**src/acrb_pkg.sv**
```systemverilog
// Shared codes and types of the audio capture ring buffer.
// No dependencies.
`timescale 1ns / 1ps

package acrb_pkg;

   localparam logic [2:0] ACT_BEGIN  = 3'd0;
   localparam logic [2:0] ACT_SAMPLE = 3'd1;
   localparam logic [2:0] ACT_POP    = 3'd2;
   localparam logic [2:0] ACT_PEAK   = 3'd3;
   localparam logic [2:0] ACT_STATUS = 3'd4;

   localparam logic [1:0] KIND_SAMPLE = 2'd0;
   localparam logic [1:0] KIND_EMPTY  = 2'd1;
   localparam logic [1:0] KIND_PEAK   = 2'd2;
   localparam logic [1:0] KIND_STATUS = 2'd3;

   localparam logic [0:0] CSR_CHANNELS  = 1'd0;
   localparam logic [0:0] CSR_RING_SIZE = 1'd1;

   localparam logic [30:0] INF_BITS = 31'h7F800000;

   typedef struct packed {
      logic        valid;
      logic        clear;
      logic [30:0] mag;
   } peak_op_type;

endpackage

```
**src/acrb_peak.sv**
```systemverilog
// Per-channel peak meter: read-modify-write on a small synchronous memory.
// Depends on acrb_pkg (peak_op_type).
`timescale 1ns / 1ps

module acrb_peak #(
   parameter int MAX_CHANNELS = 32
) (
   input  logic                       clock,
   input  logic                       reset,
   input  acrb_pkg::peak_op_type      op,
   input  logic [((MAX_CHANNELS > 1) ? $clog2(MAX_CHANNELS) : 1)-1:0] op_addr,
   output logic [30:0]                cur_value
);

   localparam int CH_W = (MAX_CHANNELS > 1) ? $clog2(MAX_CHANNELS) : 1;

   logic [30:0]             peak_mem [MAX_CHANNELS];
   logic [30:0]             peak_q_ff;
   logic                    qv_ff, qv_in;
   logic [MAX_CHANNELS-1:0] vld_ff, vld_in;
   logic                    s2_vld_ff, s2_vld_in;
   logic                    s2_clr_ff, s2_clr_in;
   logic [30:0]             s2_mag_ff, s2_mag_in;
   logic [CH_W-1:0]         s2_addr_ff, s2_addr_in;
   logic                    lw_vld_ff, lw_vld_in;
   logic [CH_W-1:0]         lw_addr_ff, lw_addr_in;
   logic [30:0]             lw_data_ff, lw_data_in;
   logic [30:0]             stored;
   logic                    wr_en;
   logic [30:0]             wr_data;

   // forward the write that landed on the same edge as this read
   always_comb begin
      stored    = qv_ff ? peak_q_ff : '0;
      cur_value = (lw_vld_ff && (lw_addr_ff == s2_addr_ff)) ? lw_data_ff : stored;
      wr_en     = s2_vld_ff && (s2_clr_ff || (s2_mag_ff > cur_value));
      wr_data   = s2_clr_ff ? '0 : s2_mag_ff;
      vld_in    = vld_ff;
      if (wr_en) begin
         vld_in[s2_addr_ff] = 1'b1;
      end
      qv_in      = vld_ff[op_addr];
      s2_vld_in  = op.valid;
      s2_clr_in  = op.clear;
      s2_mag_in  = op.mag;
      s2_addr_in = op_addr;
      lw_vld_in  = wr_en;
      lw_addr_in = s2_addr_ff;
      lw_data_in = wr_data;
   end

   always_ff @(posedge clock) begin
      if (wr_en) begin
         peak_mem[s2_addr_ff] <= wr_data;
      end
      peak_q_ff <= peak_mem[op_addr];
   end

   always_ff @(posedge clock) begin
      if (reset) begin
         vld_ff    <= '0;
         s2_vld_ff <= 1'b0;
         lw_vld_ff <= 1'b0;
      end else begin
         vld_ff    <= vld_in;
         s2_vld_ff <= s2_vld_in;
         lw_vld_ff <= lw_vld_in;
      end
   end

   always_ff @(posedge clock) begin
      qv_ff      <= qv_in;
      s2_clr_ff  <= s2_clr_in;
      s2_mag_ff  <= s2_mag_in;
      s2_addr_ff <= s2_addr_in;
      lw_addr_ff <= lw_addr_in;
      lw_data_ff <= lw_data_in;
   end

endmodule

```
**config.mk**
```make
export PLATFORM = sky130hd
export DESIGN_NAME = acrb_peak
export DESIGN_NICKNAME = d
export VERILOG_FILES = /design/src/acrb_pkg.sv /design/src/acrb_peak.sv
export SDC_FILE = /design/constraint.sdc
export NUM_CORES = 1
export LEC_CHECK = 0
export BUFFER_PORTS_ARGS = -buffer_cell sky130_fd_sc_hd__buf_4
export CORE_MARGIN = 2
export CORE_UTILIZATION = 67
export CTS_BUF_LIST = sky130_fd_sc_hd__clkbuf_4 sky130_fd_sc_hd__clkbuf_8 sky130_fd_sc_hd__clkbuf_16
export DETAILED_ROUTE_END_ITERATION = 10
export GPL_ROUTABILITY_DRIVEN = 0
export PLACE_DENSITY = 0.84
export SYNTH_ARGS = -nofsm -noshare
export SYNTH_HDL_FRONTEND = slang
export SYNTH_SLANG_ARGS = --single-unit
```
**constraint.sdc**
```tcl
create_clock -name clock -period 13.1 [get_ports clock]
set_input_delay 1.31 -clock clock [delete_from_list [all_inputs] [get_ports clock]]
set_output_delay 1.31 -clock clock [all_outputs]
set_load 0.05 [all_outputs]
```
==> summary.md <==
| Metric | Value |
|---|---|
| Run status | completed |
| Fill cell count | 2,948 |
| Post-synthesis sequential area ratio | 76.1% |
| Synth top area share | a little over two thirds |
| Tcrit/Tclk final | 53.3% |
| Share of layout cells above drive strength 1 | 34.0% |
| Number of setup violations in the final report | 0 |
| Clock skew | between 30 and 40 ps |
| Vias in the first global route | between 20k and 25k |
| Max rail drop VDD | 144 uV |
| Switching Fraction | 20.9% |
| Antenna-violating nets left | 0 |
| Worst path arrival time | 7330 ps |
| DR pass1 iterations | 6 |
| R2r endpoint | peak_mem[28][0] |
| Syn Area/Cell | 21.9 sq um |
| Final Instance Area | 48,800 sq um |
| First-pass GRT wire length | roughly 170,000 um |
| Clk pin slew, worst setup/hold paths | 60 ps |
| Worst path top cell family by delay | simple AND/OR/NAND/NOR gates |
| Synth cell types | 43 |
| Die Footprint | 65,900 sq um |
| Critical Path Source Type | register |
| Clk pwr share | a little over two fifths |
| Initial antenna violation count | 0 |
| Cell Int Power | 0.00605 W |
| Worst Hold Depth | 2 |
| Hold path endpoint | vld_ff[2] |
| Multi-input gate area | 9750 sq um |
| Gr usage total | 36.5% |
| Vias per cell | 7.46 |
| Count of final hold-check violations | 0 |
| Sequential share of power | 51.9% |
| Max cap viols | 0 |
| Core Footprint | 63,100 sq um |
| Worst reg-to-reg path cell count | 15 |
| CP max FO | 40 |
| Synthesized area | 42,800 sq um |
| Area Overhead vs Synth | 13.9% |
| Comb power frac | 4.5% |
| Chip height | roughly 260 um |
| PostCTS Resize Cnt | 0 |
| PD cells | 157 nW/um^2 |
| Post-synth top cells | 992 x edfxtp_1, 320 x mux4_2, 139 x dfxtp_1 |
| EDFF count, synth | 992 |
| Clk sinks | 1,131 |
| Cell mode on critical path | buf_4 |
| HP Class | register to register |
| Leak | 15.9 nW |
| CTS Hold Bufs | 0 |
| Setup TNS | 0 ps |
| DRC viols | 0 |
| CP Buf/Inv Count | 3 |
| Tmin final | between 6000 and 7000 ps |
| Die width | 257 um |
| Post-synth top flop | edfxtp_1 |
| Most frequent cell after synthesis | edfxtp_1 |
| CTS tree | yes |
| Synthesis warning total | 0 |
| CP endpoint kind | register |
| Critical Path Max Stage Delay | 1170 ps |
| First DRT Iteration DRCs | 3,828 |
| DP Area | 45,000 sq um |
| Crit Path Class | register to register |
| Detailed Place HPWL | 58,500 um |
| H-Tree Depth | 3 |
| Worst R2R Start | lw_addr_in[3] |
| Syn_nets | 2,029 |
| CTS Buffer Depth | 3 |
| Critical Path RT | around 13,000 ps |
| Post-layout util | between 70% and 80% |
| Hold Path Origin | vld_ff[2] |
| Total area of sequential cells | 32,600 sq um |
| Post-CTS setup repair buffer count | 0 |
| Fmax | about 140 MHz |
| Fin. max-slew vios | 0 |
| Critical-path cell list | xor2_1 -> nor4_2 -> and2_2 -> buf_4 -> nand2_1 -> o21ai_0 -> inv_1 -> ha_1 -> nand4_1 -> nor4_1 -> nand2b_1 -> a2111oi_4 -> o21ai_4 -> nor3_2 -> buf_4 |
| Port Buffers | 70 |
| Least-Margin Pin Slew | about 1400 ps |
| Avg WL per Cell | 38.2 um |
| Number of cell rows | 92 |
| Largest cells by area after synthesis | edfxtp_1 70%, mux4_2 17%, dfxtp_1 6.5%, ha_1 0.88%, mux2_2 0.84% |
| Final nets | 2,203 |
| Async SR Flop Fraction | 0% |
| Slowest cell on the critical path | nor3_2 |
| Largest net degree at the start of global routing | 101 |
| Unrepaired setup endpoints after global routing | no |
| WL final | around 120,000 um |
| Inserted Clock Buffers | 107 |
| Num ports | 71 |
| Slew HR | approximately 6.2% |
| R2r setup slk | 6120 ps |
| Area leader, netlist | edfxtp_1 |
| Starting Density | just under 70% |
| Grt ovf | 0 |
| Clk_lat worst skew | 700 ps |
| Via count | 22.9k |
| Post-synthesis instance total | 1,959 |
| Synth Register Bits | about 1.1k |
| Clk Tree Root Cell | clkbuf_16 |
| Switching pwr | 0.00160 W |
| Final hold slack | 460 ps |
[power groups by stage]
stage / logic (W) / registers [W] / clock network [W]
after floorplan: 0.000222 / 0.00404 / 0
after global placement: 0.000312 / 0.00404 / 0
after detailed placement: 0.000327 / 0.00405 / 0
after CTS: 0.000341 / 0.00397 / 0.00334
after global routing: 0.000359 / 0.00397 / 0.00346
final: 0.000345 / 0.00397 / 0.00333
[final cells by class]
class                           count  share of cell area [%]
Tap cell                          846                    2.17
Multi-Input combinational cell    654                    20.0
Clock inverter                     61                    1.55
Timing Repair Buffer              175                    2.75
Clock buffer                      142                    6.23
Sequential cell                  1131                    66.8
Inverter                           64                   0.493
Antenna cell                        2                  0.0103
[metrics by stage]
stage          cells  total power (W)  setup WS, ps
6_report        3075          0.00765          6120
3_3_place_gp    2870          0.00436          6980
5_1_grt         3073          0.00779          5940
3_5_place_dp    2870          0.00437          6560
2_1_floorplan   1959          0.00426          6330
4_1_cts         3073          0.00765          6410
[flip-flops by register name, indices dropped and copies added, names as in the netlist]
signal	count
lw_addr_in	5
s2_vld_ff	1
lw_vld_ff	1
peak_mem	992
s2_clr_ff	1
vld_ff	32
lw_addr_ff	5
peak_q_ff	31
lw_data_ff	31
qv_ff	1
s2_mag_ff	31
[metal layers]
layer	vias to the layer above	routed length [um]	GRT usage (%)
li1	8461	-	-
met1	11700	38500	48.9
met2	2244	57000	57.4
met3	486	15100	9.14
met4	0	6880	17.5
met5	-	0	0
[how the worst max path moves through the flow]
stage | startpoint | endpoint | slack [ps] | cells past startpoint
final | lw_addr_in[3] | peak_mem[28][0] | 6120 | 15
after global placement | lw_addr_in[3] | peak_mem[28][5] | 6980 | 14
after detailed placement | lw_addr_in[3] | peak_mem[28][5] | 6560 | 14
after global routing | lw_addr_in[3] | peak_mem[28][0] | 5940 | 15
after CTS | lw_addr_in[3] | peak_mem[28][4] | 6410 | 15
after floorplan | lw_addr_in[3] | peak_mem[10][0] | 6330 | 16
[cell families after synthesis]
kind of cell / synth area share [%]
buffers and inverters: 1.55
AND/OR/NAND/NOR: 2.10
flip-flops: 76.1
adder cells (fa/ha/maj): 0.877
AO/OA/AOI/OAI: 1.61
XOR/XNOR: 0.102
multiplexers: 17.7
[worst register-to-register path, delay by kind of cell, from the launching register on]
| family | cells | cell delay (ps) |
|---|---|---|
| AND/OR/NAND/NOR | 7 | 3380 |
| buffers and inverters | 3 | 1140 |
| AO/OA/AOI/OAI | 3 | 1070 |
| flip-flops | 1 | 540 |
| adder cells (fa/ha/maj) | 1 | 330 |
| XOR/XNOR | 1 | 160 |
[cell usage in the layout, fill, tap and decap left out, types with 3 or more instances in the layout]
master and n:
o32ai_1 32, clkbuf_16 108, o21ai_0 11, xor2_1 4, o21a_1 23, clkinvlp_4 4
mux4_2 320, buf_4 172, nor2_1 6, inv_1 64, ha_1 30, inv_6 5
clkinv_2 14, nor3_2 32, clkbuf_8 13, edfxtp_1 992, clkbuf_4 21, a21oi_1 11
nand2_1 70, nand3_1 4, nand2b_1 6, nand3b_1 5, nand4_1 5, dfxtp_1 137
nor2b_1 32, nor3_1 3, clkinv_4 4, mux2_2 32, clkinv_1 16, a21o_1 3
bufinv_16 16
Note: power is estimated with default switching activity, not from simulation.
